$ cat src/rtl/core/dpfp_pkg.sv
// dpfp_pkg: shared types, register codes and reset values for the DPLL
// phase detector / PI loop filter. No dependencies.
package dpfp_pkg;

    localparam int DEF_TIME_BITS = 48;
    localparam int CFG_W         = 32;
    localparam int CFG_ADDR_W    = 3;
    localparam int ERR_W         = 32;
    localparam int ACC_W         = 48;
    localparam int OUT_TDATA_W   = 128;
    localparam int OUT_TUSER_W   = 2;

    // queue between detector and filter pipeline
    localparam int QDEPTH  = 2;
    localparam int QPTR_W  = $clog2(QDEPTH);
    localparam int QCNT_W  = $clog2(QDEPTH + 1);

    // tuser bit positions of the result channel
    localparam int TU_DIR     = 0;
    localparam int TU_CLAMPED = 1;

    localparam logic [CFG_W-1:0] RST_NOMINAL = 32'd1000000;
    localparam logic [CFG_W-1:0] RST_MIN     = 32'd900000;
    localparam logic [CFG_W-1:0] RST_MAX     = 32'd1100000;

    typedef enum logic [CFG_ADDR_W-1:0] {
        REG_NOMINAL    = 3'd0,
        REG_MIN        = 3'd1,
        REG_MAX        = 3'd2,
        REG_PROP_GAIN  = 3'd3,
        REG_INTEG_GAIN = 3'd4
    } reg_idx_t;

    typedef struct packed {
        logic [CFG_W-1:0]        nominal;
        logic [CFG_W-1:0]        min_lim;
        logic [CFG_W-1:0]        max_lim;
        logic signed [CFG_W-1:0] prop_gain;
        logic signed [CFG_W-1:0] integ_gain;
    } cfg_t;

    // one closed pair, handed from detector to filter
    typedef struct packed {
        logic                    dir;
        logic signed [ERR_W-1:0] err;
    } qent_t;

    typedef struct packed {
        logic                    dir;
        logic signed [ERR_W-1:0] err;
        logic signed [ERR_W-1:0] prop;
        logic signed [ERR_W-1:0] accus;
        logic [CFG_W-1:0]        interval;
        logic                    clamped;
    } res_t;

endpackage

$ cat src/rtl/core/dpfp_queue.sv
// dpfp_queue: short register FIFO between detector and filter pipeline.
// Depends on dpfp_pkg.
module dpfp_queue import dpfp_pkg::*; (
    input  logic  aclk,
    input  logic  aresetn,
    input  logic  push,
    input  qent_t push_ent,
    input  logic  pop,
    output logic  full,
    output logic  head_valid,
    output qent_t head
);

    qent_t             mem_reg [QDEPTH];
    logic [QPTR_W-1:0] wr_ptr_reg, rd_ptr_reg;
    logic [QCNT_W-1:0] cnt_reg;
    logic              do_pop;

    assign full       = (cnt_reg == QCNT_W'(QDEPTH));
    assign head_valid = (cnt_reg != '0);
    assign head       = mem_reg[rd_ptr_reg];
    assign do_pop     = pop && head_valid;

    function automatic logic [QPTR_W-1:0] ptr_inc(input logic [QPTR_W-1:0] p);
        if (p == QPTR_W'(QDEPTH - 1))
            return '0;
        else
            return p + 1'b1;
    endfunction

    always_ff @(posedge aclk) begin
        if (push)
            mem_reg[wr_ptr_reg] <= push_ent;
    end

    always_ff @(posedge aclk) begin
        if (!aresetn) begin
            wr_ptr_reg <= '0;
            rd_ptr_reg <= '0;
            cnt_reg    <= '0;
        end else begin
            if (push)
                wr_ptr_reg <= ptr_inc(wr_ptr_reg);
            if (do_pop)
                rd_ptr_reg <= ptr_inc(rd_ptr_reg);
            if (push && !do_pop)
                cnt_reg <= cnt_reg + 1'b1;
            else if (!push && do_pop)
                cnt_reg <= cnt_reg - 1'b1;
        end
    end

endmodule

$ cat config.mk
export PLATFORM = sky130hd
export DESIGN_NAME = dpfp_queue
export DESIGN_NICKNAME = d
export VERILOG_FILES = /design/src/rtl/core/dpfp_pkg.sv /design/src/rtl/core/dpfp_queue.sv
export SDC_FILE = /design/constraint.sdc
export NUM_CORES = 1
export LEC_CHECK = 0
export ABC_AREA = 0
export BUFFER_PORTS_ARGS = -buffer_cell sky130_fd_sc_hd__clkbuf_2
export CELL_PAD_IN_SITES_DETAIL_PLACEMENT = 1
export CELL_PAD_IN_SITES_GLOBAL_PLACEMENT = 2
export CORE_MARGIN = 4
export CORE_UTILIZATION = 40
export DETAILED_ROUTE_END_ITERATION = 16
export PLACE_DENSITY = 0.92
export REMOVE_ABC_BUFFERS = 1
export SYNTH_ARGS = -nofsm -noshare
export SYNTH_HDL_FRONTEND = slang
export SYNTH_SLANG_ARGS = --single-unit
export TNS_END_PERCENT = 10
$ cat constraint.sdc
create_clock -name aclk -period 4.4 [get_ports aclk]
set_input_delay 0.22 -clock aclk [delete_from_list [all_inputs] [get_ports aclk]]
set_output_delay 0.22 -clock aclk [all_outputs]
set_load 0.05 [all_outputs]
==> results.json <==
{
  "reg2reg_to": "mem_reg[0][9]$_DFFE_PP_",
  "cts_buffers": 9,
  "internal-power_w": 0.001318,
  "status": "finished, final reports clean",
  "tns_ps": 0,
  "clkSlewWorstSetupHoldPaths_ps": 80,
  "dp_cells": 271,
  "finalHoldViolCount": 0,
  "grt_max_degree": 35,
  "worst-r2r-cell-count": 1,
  "p_per_area_nw_per_um2": 631.6,
  "critical-path-max-stage-delay_ps": 450,
  "die_x_um": 88.53,
  "largest_register_ffs": 66,
  "hp-start": "push_ent[13]",
  "p_sw_w": 0.0007466,
  "finalMaxSlewViolations": 0,
  "routed_wl_um": 4734,
  "ir_drop_v": 0.0003990,
  "synth_seq_area_share": 0.8027,
  "slowest_stage": "dfxtp_1",
  "power.leakage_nw": 1.244,
  "min_period_over_period": 0.4627,
  "drc_errors": 0,
  "switching_share": 0.3617,
  "diodes": 0,
  "dr.pass1.iters": 4,
  "ys_types": 15,
  "crit_chain": "buf_4 > mux2_2 > clkbuf_2",
  "postCtsSetupBuffers": 0,
  "core_sq_um": 6314,
  "cp_num_buf_inv": 2,
  "die_area_sq_um": 7837,
  "rrSetupSlack_ps": 2870,
  "min_to": "mem_reg[0][13]$_DFFE_PP_",
  "clock_latency_ps": 340,
  "hold_buffers": 0,
  "grt_overflow": 0,
  "pin_count": 72,
  "start_kind": "flop",
  "grt_setup_unrepaired": "no",
  "slew_headroom": 0.3356,
  "cts_tree": "built",
  "avgSynthCellArea_sq_um": 20.75,
  "track_usage": 0.1311,
  "hold_depth": 1,
  "skew_ps": 9.680,
  "place_congestion": 0.6689,
  "antenna_found_initial": 0,
  "rows": 29,
  "final_cells": 287,
  "grt_pass1_vias": 1546,
  "rr_startpoint": "wr_ptr_reg$_SDFFE_PN0P_",
  "required_ps": 4180,
  "antenna_left": 0,
  "cts.sinks": 71,
  "place_ws_ps": 2692,
  "syn_area_sq_um": 2594,
  "drive_above_1_share": 0.5857,
  "tightest_slew_ps": 994.5,
  "via_per_inst": 4.794,
  "port_buffers": 71,
  "first_iter_violations": 47,
  "hp-class": "in -> reg",
  "end_kind": "output port",
  "clockBufferDepth": 2,
  "syn_inst": 125,
  "post_drt_wl_per_cell_um": 16.49,
  "setup_viol": 0,
  "cts_resized": 0,
  "cts.htree.levels": 3,
  "synth_seq_cells": 71,
  "grt_pass1_wl_um": 7320,
  "vias": 1376,
  "max_cap_violations": 0,
  "fp.dieH_um": 88.53,
  "pwr-share-clk": 0.276,
  "nets": 243,
  "layout_min_cycle_time_ps": 2036,
  "crit_family": "buffers and inverters",
  "start_util": 0.4108,
  "yosys_warnings": 0,
  "pwr-share-comb": 0.328,
  "setup_slack_ps": 2364,
  "syn_to_final_growth_pct": 26.00,
  "cts_root_buf": "clkbuf_8",
  "seqPwrFrac": 0.396,
  "worst_ep_arrival_time_ps": 1820,
  "max_freq_ghz": 0.4912,
  "cp_max_fo": 28,
  "setup.worst_path.class": "reg -> out"
}
power by group through the flow:
stage	sequential [W]	clock, W	combinational [W]
CTS	0.000819	0.000584	0.000690
detailed placement	0.000835	0	0.000687
finish	0.000818	0.000569	0.000678
global placement	0.000831	0	0.000681
global route	0.000824	0.000623	0.000716
floorplan	0.000854	0	0.000517
cells in the mapped netlist:
library cell	number	share of area
nor2b_1	3	0.0072
dfxtp_1	5	0.039
and2_1	4	0.0096
o21ai_1	1	0.0019
edfxtp_1	66	0.76
xnor2_1	2	0.0068
mux2_2	33	0.14
ha_1	1	0.0048
o21ai_0	1	0.0019
or2_2	1	0.0024
o21a_1	1	0.0029
xor2_1	1	0.0034
buf_2	4	0.0077
or3_1	1	0.0024
a21boi_1	1	0.0029
worst max path at each step:
| stage | from | endpoint | slack [ps] | depth (start not counted) |
|---|---|---|---|---|
| 5_1_grt | flop | head[2] | 2230 | 3 |
| 3_5_place_dp | flop | head[11] | 2690 | 3 |
| 4_1_cts | flop | head[11] | 2310 | 3 |
| 6_report | flop | head[23] | 2360 | 3 |
| 2_1_floorplan | wr_ptr_reg$_SDFFE_PN0P_ | mem_reg[0][0]$_DFFE_PP_ | 2150 | 1 |
| 3_3_place_gp | flop | head[9] | 2700 | 3 |
area by class of cell:
cell class	count	area (sq um)
fillers	637	3045
flip-flops and latches	71	2082
multi-input cells	50	499.2
repair buffers	73	370.4
clock buffers	10	127.6
well taps	77	96.34
clock inverters	6	92.59
kinds of logic after synthesis:
logic type | synth area share
flip-flops | 0.8027
multiplexers | 0.1433
AND/OR/NAND/NOR | 0.02171
AO/OA/AOI/OAI | 0.009646
buffers and inverters | 0.007719
XOR/XNOR | 0.01013
adder cells (fa/ha/maj) | 0.004823
per-layer routing:
metal	share of wire	vias up	wire length, um	track usage
li1	-	650	-	-
met1	0.39	676	1843	0.1412
met2	0.54	44	2533	0.2243
met3	0.059	6	280	0.05121
met4	0.016	0	76	0.06593
met5	0	-	0	0
stage by stage:
step / utilization / power (W) / hold slack (ps) / cell area [sq um]
finish: 0.5176 / 0.002064 / 64.68 / 3268
global route: 0.5176 / 0.002164 / 39.59 / 3268
floorplan: - / 0.001371 / 318.9 / 2574
CTS: 0.5176 / 0.002093 / 45.08 / 3268
detailed placement: 0.4828 / 0.001521 / 413.1 / 3048
global placement: 0.4828 / 0.001512 / 408.5 / 3048
cells in the final DEF, fill, tap and decap left out, drive strengths merged:
| cell | count |
|---|---|
| bufinv | 2 |
| xnor2 | 2 |
| o21a | 1 |
| buf | 2 |
| mux2 | 33 |
| clkinvlp | 2 |
| and2 | 4 |
| xor2 | 1 |
| clkinv | 1 |
| nor2b | 3 |
| ha | 1 |
| a21boi | 1 |
| dfxtp | 5 |
| inv | 1 |
| or2 | 1 |
| or3 | 1 |
| edfxtp | 66 |
| o21ai | 2 |
| clkbuf | 81 |
Note: power is estimated with default switching activity, not from simulation.
