<file path="src/rtl/core/dpfp_pkg.sv">
// dpfp_pkg: shared types, register codes and reset values for the DPLL
// phase detector / PI loop filter. No dependencies.
package dpfp_pkg;

    localparam int DEF_TIME_BITS = 48;
    localparam int CFG_W         = 32;
    localparam int CFG_ADDR_W    = 3;
    localparam int ERR_W         = 32;
    localparam int ACC_W         = 48;
    localparam int OUT_TDATA_W   = 128;
    localparam int OUT_TUSER_W   = 2;

    // queue between detector and filter pipeline
    localparam int QDEPTH  = 2;
    localparam int QPTR_W  = $clog2(QDEPTH);
    localparam int QCNT_W  = $clog2(QDEPTH + 1);

    // tuser bit positions of the result channel
    localparam int TU_DIR     = 0;
    localparam int TU_CLAMPED = 1;

    localparam logic [CFG_W-1:0] RST_NOMINAL = 32'd1000000;
    localparam logic [CFG_W-1:0] RST_MIN     = 32'd900000;
    localparam logic [CFG_W-1:0] RST_MAX     = 32'd1100000;

    typedef enum logic [CFG_ADDR_W-1:0] {
        REG_NOMINAL    = 3'd0,
        REG_MIN        = 3'd1,
        REG_MAX        = 3'd2,
        REG_PROP_GAIN  = 3'd3,
        REG_INTEG_GAIN = 3'd4
    } reg_idx_t;

    typedef struct packed {
        logic [CFG_W-1:0]        nominal;
        logic [CFG_W-1:0]        min_lim;
        logic [CFG_W-1:0]        max_lim;
        logic signed [CFG_W-1:0] prop_gain;
        logic signed [CFG_W-1:0] integ_gain;
    } cfg_t;

    // one closed pair, handed from detector to filter
    typedef struct packed {
        logic                    dir;
        logic signed [ERR_W-1:0] err;
    } qent_t;

    typedef struct packed {
        logic                    dir;
        logic signed [ERR_W-1:0] err;
        logic signed [ERR_W-1:0] prop;
        logic signed [ERR_W-1:0] accus;
        logic [CFG_W-1:0]        interval;
        logic                    clamped;
    } res_t;

endpackage

</file>
<file path="src/rtl/core/dpfp_front.sv">
// dpfp_front: three-state edge detector and saturated phase difference.
// Depends on dpfp_pkg.
module dpfp_front import dpfp_pkg::*; #(
    parameter int TIME_BITS = DEF_TIME_BITS
) (
    input  logic                 aclk,
    input  logic                 aresetn,
    input  logic                 in_valid,
    output logic                 in_ready,
    input  logic                 in_mode,
    input  logic [TIME_BITS-1:0] in_stamp,
    input  logic                 q_full,
    output logic                 push,
    output qent_t                push_ent
);

    typedef enum logic [1:0] {
        ST_IDLE = 2'd0,
        ST_UP   = 2'd1,
        ST_DOWN = 2'd2
    } det_state_t;

    det_state_t           state_reg, state_next;
    logic [TIME_BITS-1:0] ref_reg, ref_next;
    logic [TIME_BITS-1:0] osc_reg, osc_next;
    logic                 accept, close, dir;
    logic [TIME_BITS-1:0] diff;
    logic [TIME_BITS-32:0] diff_hi;
    logic                 fits;

    assign in_ready = !q_full;
    assign accept   = in_valid && in_ready;

    always_comb begin
        ref_next   = ref_reg;
        osc_next   = osc_reg;
        state_next = state_reg;
        close      = 1'b0;
        dir        = 1'b0;
        if (in_mode == 1'b0) begin
            ref_next = in_stamp;
            unique case (state_reg)
                ST_DOWN: begin
                    close      = 1'b1;
                    dir        = 1'b1;
                    state_next = ST_IDLE;
                end
                default: state_next = ST_UP;
            endcase
        end else begin
            osc_next = in_stamp;
            unique case (state_reg)
                ST_UP: begin
                    close      = 1'b1;
                    state_next = ST_IDLE;
                end
                default: state_next = ST_DOWN;
            endcase
        end
    end

    // wrapped difference, read as two's complement, saturated to 32 bits
    always_comb begin
        diff    = ref_next - osc_next;
        diff_hi = diff[TIME_BITS-1:31];
        fits    = (&diff_hi) || !(|diff_hi);
        push_ent.dir = dir;
        if (fits)
            push_ent.err = $signed(diff[31:0]);
        else if (diff[TIME_BITS-1])
            push_ent.err = 32'sh8000_0000;
        else
            push_ent.err = 32'sh7FFF_FFFF;
    end

    assign push = accept && close;

    always_ff @(posedge aclk) begin
        if (!aresetn) begin
            state_reg <= ST_IDLE;
            ref_reg   <= '0;
            osc_reg   <= '0;
        end else if (accept) begin
            state_reg <= state_next;
            ref_reg   <= ref_next;
            osc_reg   <= osc_next;
        end
    end

endmodule

</file>
<file path="config.mk">
export PLATFORM = sky130hd
export DESIGN_NAME = dpfp_front
export DESIGN_NICKNAME = d
export VERILOG_FILES = /design/src/rtl/core/dpfp_pkg.sv /design/src/rtl/core/dpfp_front.sv
export SDC_FILE = /design/constraint.sdc
export NUM_CORES = 1
export LEC_CHECK = 0
export BUFFER_PORTS_ARGS = -buffer_cell sky130_fd_sc_hd__buf_2
export CORE_ASPECT_RATIO = 1.2
export CORE_UTILIZATION = 45
export CTS_CLUSTER_DIAMETER = 120
export DETAILED_ROUTE_END_ITERATION = 12
export PLACE_DENSITY_LB_ADDON = 0.08
export RECOVER_POWER = 100
export SLEW_MARGIN = 20
export SYNTH_ARGS = -nofsm -noshare
export SYNTH_HDL_FRONTEND = slang
export SYNTH_SLANG_ARGS = --single-unit
</file>
<file path="constraint.sdc">
create_clock -name aclk -period 3.81 [get_ports aclk]
set_input_delay 0.1905 -clock aclk [delete_from_list [all_inputs] [get_ports aclk]]
set_output_delay 0.1905 -clock aclk [all_outputs]
set_load 0.01 [all_outputs]
</file>
==> results of run 1 <==
[cell usage after synthesis, drive strengths merged (12+ instances only)]
| master | n | area [µm²] |
|---|---|---|
| nor2 | 144 | 541 |
| nand2 | 107 | 402 |
| dfxtp | 98 | 1960 |
| o21ai | 76 | 380 |
| a21oi | 68 | 348 |
| mux2i | 50 | 500 |
| nor3b | 50 | 380 |
| o211a | 49 | 490 |
| ha | 47 | 588 |
| mux2 | 47 | 529 |
| clkbuf | 35 | 133 |
| buf | 30 | 144 |
| xnor2 | 23 | 201 |
| nand4 | 17 | 106 |
| inv | 16 | 60.1 |
| nand3 | 15 | 75.1 |
| nor3 | 15 | 85.1 |
| xor2 | 15 | 131 |
| a21o | 12 | 90.1 |
[layer usage]
metal,wire length (µm),share of wire [%]
met5,0,0
met2,12000,50
met4,649,2.7
met3,758,3.2
met1,10700,44
[logic make-up (layout without fill, tap and decap cells)]
kind of cell	count (synthesis)	count (layout)	share of synthesized area, %
compound gates	272	272	23.3
xor+xnor	38	38	4.15
fa+ha+maj	48	48	7.59
buf+inv	81	357	4.20
flops	98	98	24.5
mux	97	97	12.9
simple gates	389	389	23.4
[worst max-delay path, delay by kind of cell (launching register included)]
kind,cells,cell delay [ns]
AOI/OAI and AO/OA,9,1.83
adders and majority gates,2,0.55
buffers and inverters,5,0.64
DFF,1,0.33
muxes,1,0.17
and+or+nand+nor,1,0.18
[where the power goes]
part	switching [µW]	internal (µW)	total (µW)	leakage (µW)
clock network	441	447	888	0.000132
logic	1350	1300	2650	0.00443
registers	33.0	1090	1120	0.000808
total	1830	2830	4660	0.00537
[worst paths after layout]
kind | to | cells after the start
min reg2reg | osc_reg[47] | 2
max reg2reg | osc_reg[35] | 4
max | push_ent[15] | 18
min | ref_reg[47] | 3
[layout make-up]
cell class                      count  area share (%)
Multi-Input combinational cell    844            55.9
Timing Repair Buffer              325            21.4
Sequential cell                    98            17.3
Tap cell                          220            2.42
Clock buffer                        9            1.98
Inverter                           16           0.529
Clock inverter                      7           0.452
[per-stage QoR]
stage / hold slack [ns] / TNS, ns / area (µm²)
final: 0.112 / -12.18 / 11400
after CTS: 0.105 / -11.36 / 11000
after global routing: 0.104 / -18.33 / 11400
after floorplan: 0.336 / 0 / 8020
after global placement: 0.456 / -14.09 / 10100
after detailed placement: 0.469 / -12.37 / 10100
[timing repair]
item / CTS / global route
cloned: 4 / 1
setup buffers: 21 / 7
setup endpoints to repair: 31 / 32
gates resized for setup: 89 / 49
pin swaps: 38 / 20
==> run metrics, run 1 <==
outcome finished, violations left; failing checks max-capacitance violations, max-slew violations, negative setup slack; DP Worst Slack -0.490 ns; Mapped Cells 1,023; hpwl dp 17.1 mm; layout cells sized above 1 37.6%; initial antenna violation count 0; Die H 148 µm; wirelength, routed 24.0 mm; Worst EP required 3.62 ns; gpl congestion 0.918; FF/Latch Area 1960 µm²; CP Launch Type register; Tmin final 4.25 ns; GRT busiest layer met2; ys flop type dfxtp_1; beginning of the critical path ref_reg[0]; Worst Hold Launch in_stamp[47]; Vias 8,394; placed instance count 1,471; most common cell after layout, fill and taps aside buf_4; 1st-pass router iterations 6; met2 Use GR 46.7%; Post-route DRC 0; leak pwr 0.00537 µW; Post-synth EDFFs 0; Peak VDD IR 220 µV; Max Buffers Root-to-Sink 2; CP cell instances mux2i_2, ha_2, inv_2, fa_2, a211oi_2, o211ai_1, a21o_1, o31a_1, a21oi_2, o211ai_1, a31oi_1, nand4_1, o41ai_4, buf_6, buf_12, clkbuf_16, o21ai_1, buf_2; Crit path arrival time 4.06 ns; Slew HR -118%; FILL cells 1,516; die area 18,300 µm²; cts bufs inserted 9; drt wl/cell 15.8 µm; Initial Util 45.9%; NumNets Final 1,395; GRT Overall Usage 26.7%; TritonCTS clock tree built; met3 Use GR 4.45%; first-pass GRT wire length 38.7 mm; flop2flop setup slack 2.69 ns; Routed Antenna Nets 0; Ys Warns 0; syn_nets 1,124; Yosys reg bits 98; Setup WS post-layout -0.437 ns; Power Density 410 nW/µm²; diodes inserted 0; max-cap violation count 3; CP endpoint kind output port; worst r2r src osc_reg[35]; max-slew violation count 199; RSZ-0062 raised after global routing yes; Mapped Avg Cell Area 7.83 µm²; GRT overflow 0; IO buf count 87; Syn-to-layout area delta 41.8%; final core occ 65.1%; Ports 88; synth unique cells 63; Crit Path Max Fanout 7; Hold Fails Final Rpt 0; share of synthesized flip-flops with an asynchronous set or reset 0%; Slowest cell on crit path o41ai_4; Post-CTS Hold Fix Bufs 0; row cnt 53; worst-skew pair later-pin latency 0.36 ns; post-route insts no fill 1,519; vias in the first global route 8,104; Sink Count 98; register area share after synthesis 24.5%; drt initial violations 448; Max Clk Rate 235 MHz; fin crit share 111%; Hold Path Class primary input to register; mapped cell area 8010 µm²; Setup-failing EPs final 31; slowest stage delay, CP 0.40 ns; most used cell, CP o211ai_1; CORE AREA 17,400 µm²; Clock Skew 0.0000712 ns; Worst-Margin Slew 3.27 ns; area of the multi-input gates 6350 µm²; total power 4660 µW; pin count of the biggest net entering global routing 79; CTS root buf clkbuf_16; met1 GRT Util 32.4%; die width 124 µm; Clk pin slew, worst setup/hold paths 0.07 ns; H-Tree Level Count 3; vias per cell 5.53; most frequent cells in the layout 215 x buf_4, 143 x nor2_1, 103 x nand2_1; critical path type register to output port
No activity file was read; power rests on OpenSTA's default activity.
==> run 2: changes to the inputs <==
--- a/config.mk
+++ b/config.mk
@@ -16,3 +16,4 @@
 export SYNTH_ARGS = -nofsm -noshare
 export SYNTH_HDL_FRONTEND = slang
 export SYNTH_SLANG_ARGS = --single-unit
+export TNS_END_PERCENT = 1
==> run metrics, run 2 (same netlist as run 1, synthesis figures left out) <==
Peak VDD IR 217 µV (-1.5%); Max Clk Rate 234 MHz (-0.76%); max-cap violation count 3 (unchanged); crit path to push_ent[9]; reg2reg path depth 3 (-1); vias in the first global route 7,781 (-4.0%); FILL cells 1,613 (+6.4%); Power Density 404 nW/µm² (-1.6%); Vias 8,155 (-2.8%); Crit path arrival time 4.09 ns (+0.03 ns); RSZ-0062 raised after global routing yes; diodes inserted 0 (unchanged); row cnt 53 (unchanged); Clk pin slew, worst setup/hold paths 0.07 ns (about the same); total power 4300 µW (-7.8%); worst r2r src osc_reg[1]; worst-skew pair later-pin latency 0.36 ns (about the same); Crit Path Max Fanout 15 (+8); Sink Count 98 (unchanged); Initial Util 45.9% (unchanged); wirelength, routed 22.6 mm (-5.8%); die area 18,300 µm² (unchanged); Slowest cell on crit path fa_2; TritonCTS clock tree built; gpl congestion 0.918 (unchanged); DP Worst Slack -0.490 ns (unchanged); initial antenna violation count 0 (unchanged); placed instance count 1,471 (unchanged); flop2flop setup slack 2.77 ns (+0.08 ns); 1st-pass router iterations 5 (-1); drt initial violations 435 (-2.9%); drt wl/cell 15.1 µm (-4.4%); Slew HR -116% (+1.5 points); NumNets Final 1,373 (-1.6%); Worst EP required 3.62 ns (about the same); CP cell instances mux2i_1, ha_2, inv_1, fa_2, a211oi_2, o211ai_1, a21o_1, o31a_1, a21oi_2, o211ai_1, a21oi_1, xnor2_1, buf_4, o41ai_4, buf_6, buf_12, o21ai_1, buf_2; CP endpoint kind output port; first-pass GRT wire length 37.1 mm (-4.1%); Hold Path Class primary input to register; beginning of the critical path ref_reg[0]; critical path type register to output port; die width 124 µm (unchanged); Ports 88 (unchanged); pin count of the biggest net entering global routing 79 (unchanged); fin crit share 112% (+0.85 points); slowest stage delay, CP 0.35 ns (-0.05 ns); max-slew violation count 199 (unchanged); most frequent cells in the layout 204 x buf_4, 144 x nor2_1, 106 x nand2_1; hpwl dp 17.1 mm (unchanged); vias per cell 5.45 (-1.4%); Tmin final 4.28 ns (+0.0324 ns); post-route insts no fill 1,497 (-1.4%); IO buf count 87 (unchanged); most used cell, CP o211ai_1; H-Tree Level Count 3 (unchanged); Hold Fails Final Rpt 0 (unchanged); most common cell after layout, fill and taps aside buf_4; failing checks max-capacitance violations, max-slew violations, negative setup slack; CORE AREA 17,400 µm² (unchanged); Worst-Margin Slew 3.25 ns (-0.0218 ns); cts bufs inserted 9 (unchanged); critical path's top delay family compound AO/OA/AOI/OAI gates; Max Buffers Root-to-Sink 2 (unchanged); Clock Skew 0.0000712 ns (unchanged); worst reg2reg path endpoint osc_reg[1]; Setup-failing EPs final 31 (unchanged); Setup TNS Final -14.28 ns (-2.10 ns); WP depth 18 (unchanged); Syn-to-layout area delta 32.9%; GRT overflow 0 (unchanged); critical path buffer and inverter count 5 (unchanged); CP Launch Type register; Routed Antenna Nets 0 (unchanged); CTS root buf clkbuf_16; Setup WS post-layout -0.469 ns (-0.0324 ns); layout cells sized above 1 31.6% (-6.0 points); GRT Overall Usage 25.4% (-1.3 points); Post-route DRC 0 (unchanged); Die H 148 µm (unchanged); outcome finished, violations left; leak pwr 0.00515 µW (-4.1%)
run 2: tightest hold or removal path, stage by stage:
cell	delay [ns]
buf_2	0.12
nand2_1	0.05
a21boi_0	0.06
run 2: repair_timing:
item	CTS	global route
buffers inserted	4	4
pin swaps	13	15
hold buffers	0	0
endpoints found under the setup margin	31	32
cloned	1	1
gates resized for setup	20	16
run 2: layout make-up:
type	instances	area, µm²	share of cell area (%)
multi-input cells	844	5900	55.4
repair buffers	303	2170	20.4
flip-flops and latches	98	1960	18.4
well taps	220	275	2.59
clock buffers	9	225	2.12
inverters	16	60.1	0.564
clock inverters	7	51.3	0.482
run 2: metrics by stage:
step / cell area, µm² / hold WS, ns / utilization, %
4_1_cts: 10500 / 0.105 / 60.5
5_1_grt: 10600 / 0.104 / 61.1
2_1_floorplan: 8020 / 0.336 / -
6_report: 10600 / 0.111 / 61.1
3_5_place_dp: 10100 / 0.469 / 57.9
3_3_place_gp: 10100 / 0.456 / 57.9
run 2: power breakdown:
group          switching (µW)  total (µW)  leakage [µW]  internal (µW)
Sequential               31.7        1120      0.000808           1090
Combinational            1190        2290       0.00421           1100
Clock                     443         890      0.000132            447
Total                    1660        4300       0.00515           2640
run 2: worst min-delay path by stage:
stage	startpoint	endpoint	slack, ns	cells past startpoint
final	in_stamp[47]	ref_reg[47]	0.11	3
after detailed placement	osc_reg[47]	osc_reg[47]	0.47	2
after CTS	in_stamp[47]	ref_reg[47]	0.10	3
after global placement	osc_reg[47]	osc_reg[47]	0.46	2
after floorplan	in_stamp[47]	ref_reg[47]	0.34	2
after global routing	in_stamp[47]	ref_reg[47]	0.10	3
run 2: per-layer routing:
layer	GRT usage, %	share of wire (%)
met5	0	0
met1	32.1	46
met2	44.1	49
met3	3.49	2.6
met4	7.71	1.7
==> run 3: changes to the inputs <==
--- a/config.mk
+++ b/config.mk
@@ -11,7 +11,7 @@
 export CTS_CLUSTER_DIAMETER = 120
 export DETAILED_ROUTE_END_ITERATION = 12
 export PLACE_DENSITY_LB_ADDON = 0.08
-export RECOVER_POWER = 100
+export RECOVER_POWER = 25
 export SLEW_MARGIN = 20
 export SYNTH_ARGS = -nofsm -noshare
 export SYNTH_HDL_FRONTEND = slang
==> run metrics, run 3 (same netlist as run 1, synthesis figures left out) <==
Hold Fails Final Rpt 0 (unchanged); Hold Path Class primary input to register; die area 18,300 µm² (unchanged); wirelength, routed 22.6 mm (about the same); drt initial violations 442 (+1.6%); CTS root buf clkbuf_16; Max Clk Rate 233 MHz (-0.14%); CP Launch Type register; Min-Delay Endpoint ref_reg[47]; Initial Util 45.9% (unchanged); total power 4300 µW (-0.11%); outcome finished, violations left; Crit path arrival time 4.09 ns (about the same); Setup-failing EPs final 31 (unchanged); worst-skew pair later-pin latency 0.36 ns (about the same); fin crit share 112% (+0.16 points); GRT overflow 0 (unchanged); vias in the first global route 7,781 (unchanged); pin count of the biggest net entering global routing 79 (unchanged); Peak VDD IR 217 µV (about the same); Worst-Margin Slew 2.62 ns (-0.622 ns); vias per cell 5.45 (about the same); drt wl/cell 15.1 µm (about the same); hpwl dp 17.1 mm (unchanged); flop2flop setup slack 2.80 ns (+0.03 ns); critical path type register to output port; design area 10,700 µm² (about the same); post-route insts no fill 1,497 (unchanged); Routed Antenna Nets 0 (unchanged); max-cap violation count 2 (-1); Die H 148 µm (unchanged); Syn-to-layout area delta 33.0% (about the same); Worst EP required 3.62 ns (about the same); Ports 88 (unchanged); Max Buffers Root-to-Sink 2 (unchanged); hold depth 3 (unchanged); max-slew violation count 120 (-40%); FILL cells 1,611 (-0.12%); gpl congestion 0.918 (unchanged); Power Density 403 nW/µm² (-0.17%); most common cell after layout, fill and taps aside buf_4; Crit Path Max Fanout 15 (unchanged); Vias 8,157 (+0.025%); CP endpoint kind output port; GRT Overall Usage 25.4% (unchanged); DP Worst Slack -0.490 ns (unchanged); RSZ-0062 raised after global routing yes; initial antenna violation count 0 (unchanged); die width 124 µm (unchanged); worst r2r src osc_reg[36]; 1st-pass router iterations 5 (unchanged); first-pass GRT wire length 37.1 mm (unchanged); failing checks max-capacitance violations, max-slew violations, negative setup slack; Post-CTS Hold Fix Bufs 0 (unchanged); Clk pin slew, worst setup/hold paths 0.07 ns (about the same); H-Tree Level Count 3 (unchanged); Slew HR -74.9% (+41 points); worst reg2reg path endpoint osc_reg[36]; Sink Count 98 (unchanged); Post-route DRC 0 (unchanged); row cnt 53 (unchanged); dpl cell area 10,100 µm² (unchanged); TritonCTS clock tree built; NumNets Final 1,373 (unchanged); area of the multi-input gates 5900 µm² (unchanged); cts bufs inserted 9 (unchanged); reg2reg path depth 4 (+1); most frequent cells in the layout 205 x buf_4, 144 x nor2_1, 106 x nand2_1; leak pwr 0.00516 µW (+0.24%); diodes inserted 0 (unchanged); IO buf count 87 (unchanged); Setup WS post-layout -0.475 ns (-0.00616 ns); Tmin final 4.29 ns (+0.00616 ns); layout cells sized above 1 31.9% (+0.23 points); FF/Latch Area 1960 µm² (unchanged); Clock Skew 0.0000713 ns (+0.0000000277 ns); CORE AREA 17,400 µm² (unchanged); beginning of the critical path ref_reg[0]; placed instance count 1,471 (unchanged); Worst Hold Launch in_stamp[47]
-- run 3: cell types whose count changed in the layout (fill, tap and decap cells not counted), sizes merged --
cell | previous run | this run
buf | 296 | 299
clkbuf | 16 | 13
-- run 3: area by class of cell --
class | instances | share of cell area, %
clock inverter | 7 | 0.482
inverter | 16 | 0.564
tap | 220 | 2.58
clock buffer | 9 | 2.11
timing repair buffer | 303 | 20.4
multi-input combinational | 844 | 55.4
sequential | 98 | 18.4
-- run 3: what timing repair did --
item                       4_1_cts  5_1_grt
pin swaps                       13       15
gates resized for setup         20       16
setup endpoints to repair       31       32
gates cloned                     1        1
buffers inserted                 4        4
-- run 3: worst max-delay path by stage --
| stage | to | cells past startpoint |
|---|---|---|
| final | push_ent[9] | 18 |
| after global routing | push_ent[12] | 18 |
| after CTS | push_ent[13] | 15 |
| after detailed placement | push_ent[0] | 18 |
| after global placement | push_ent[20] | 16 |
| after floorplan | push_ent[23] | 17 |
-- run 3: metrics by stage --
stage	hold slack [ns]	util, %	TNS [ns]
detailed placement	0.469	57.9	-12.37
global placement	0.456	57.9	-14.09
global route	0.104	61.1	-19.49
CTS	0.105	60.5	-12.22
floorplan	0.336	-	0
finish	0.111	61.1	-14.47
-- run 3: metal layers --
layer / vias to the layer above / part of all wire (%) / track usage [%]
met5: - / 0 / 0
met4: 0 / 1.7 / 7.71
met3: 25 / 2.6 / 3.49
met2: 124 / 49 / 44.1
met1: 3780 / 46 / 32.1
li1: 4228 / - / -
-- run 3: report_power, final --
part	switching (µW)	internal, µW
clock	442	447
combinational	1190	1090
sequential	31.7	1090
-- run 3: worst max-delay path, stage by stage (launching register included) --
cell	delay, ns
dfxtp_2	0.32
mux2i_1	0.18
ha_2	0.21
inv_1	0.05
fa_2	0.35
a211oi_2	0.26
o211ai_1	0.11
a21o_1	0.22
o31a_1	0.34
a21oi_2	0.21
o211ai_1	0.10
a21oi_1	0.20
xnor2_1	0.12
buf_4	0.15
o41ai_4	0.35
buf_6	0.18
buf_12	0.16
o21ai_1	0.07
buf_2	0.14
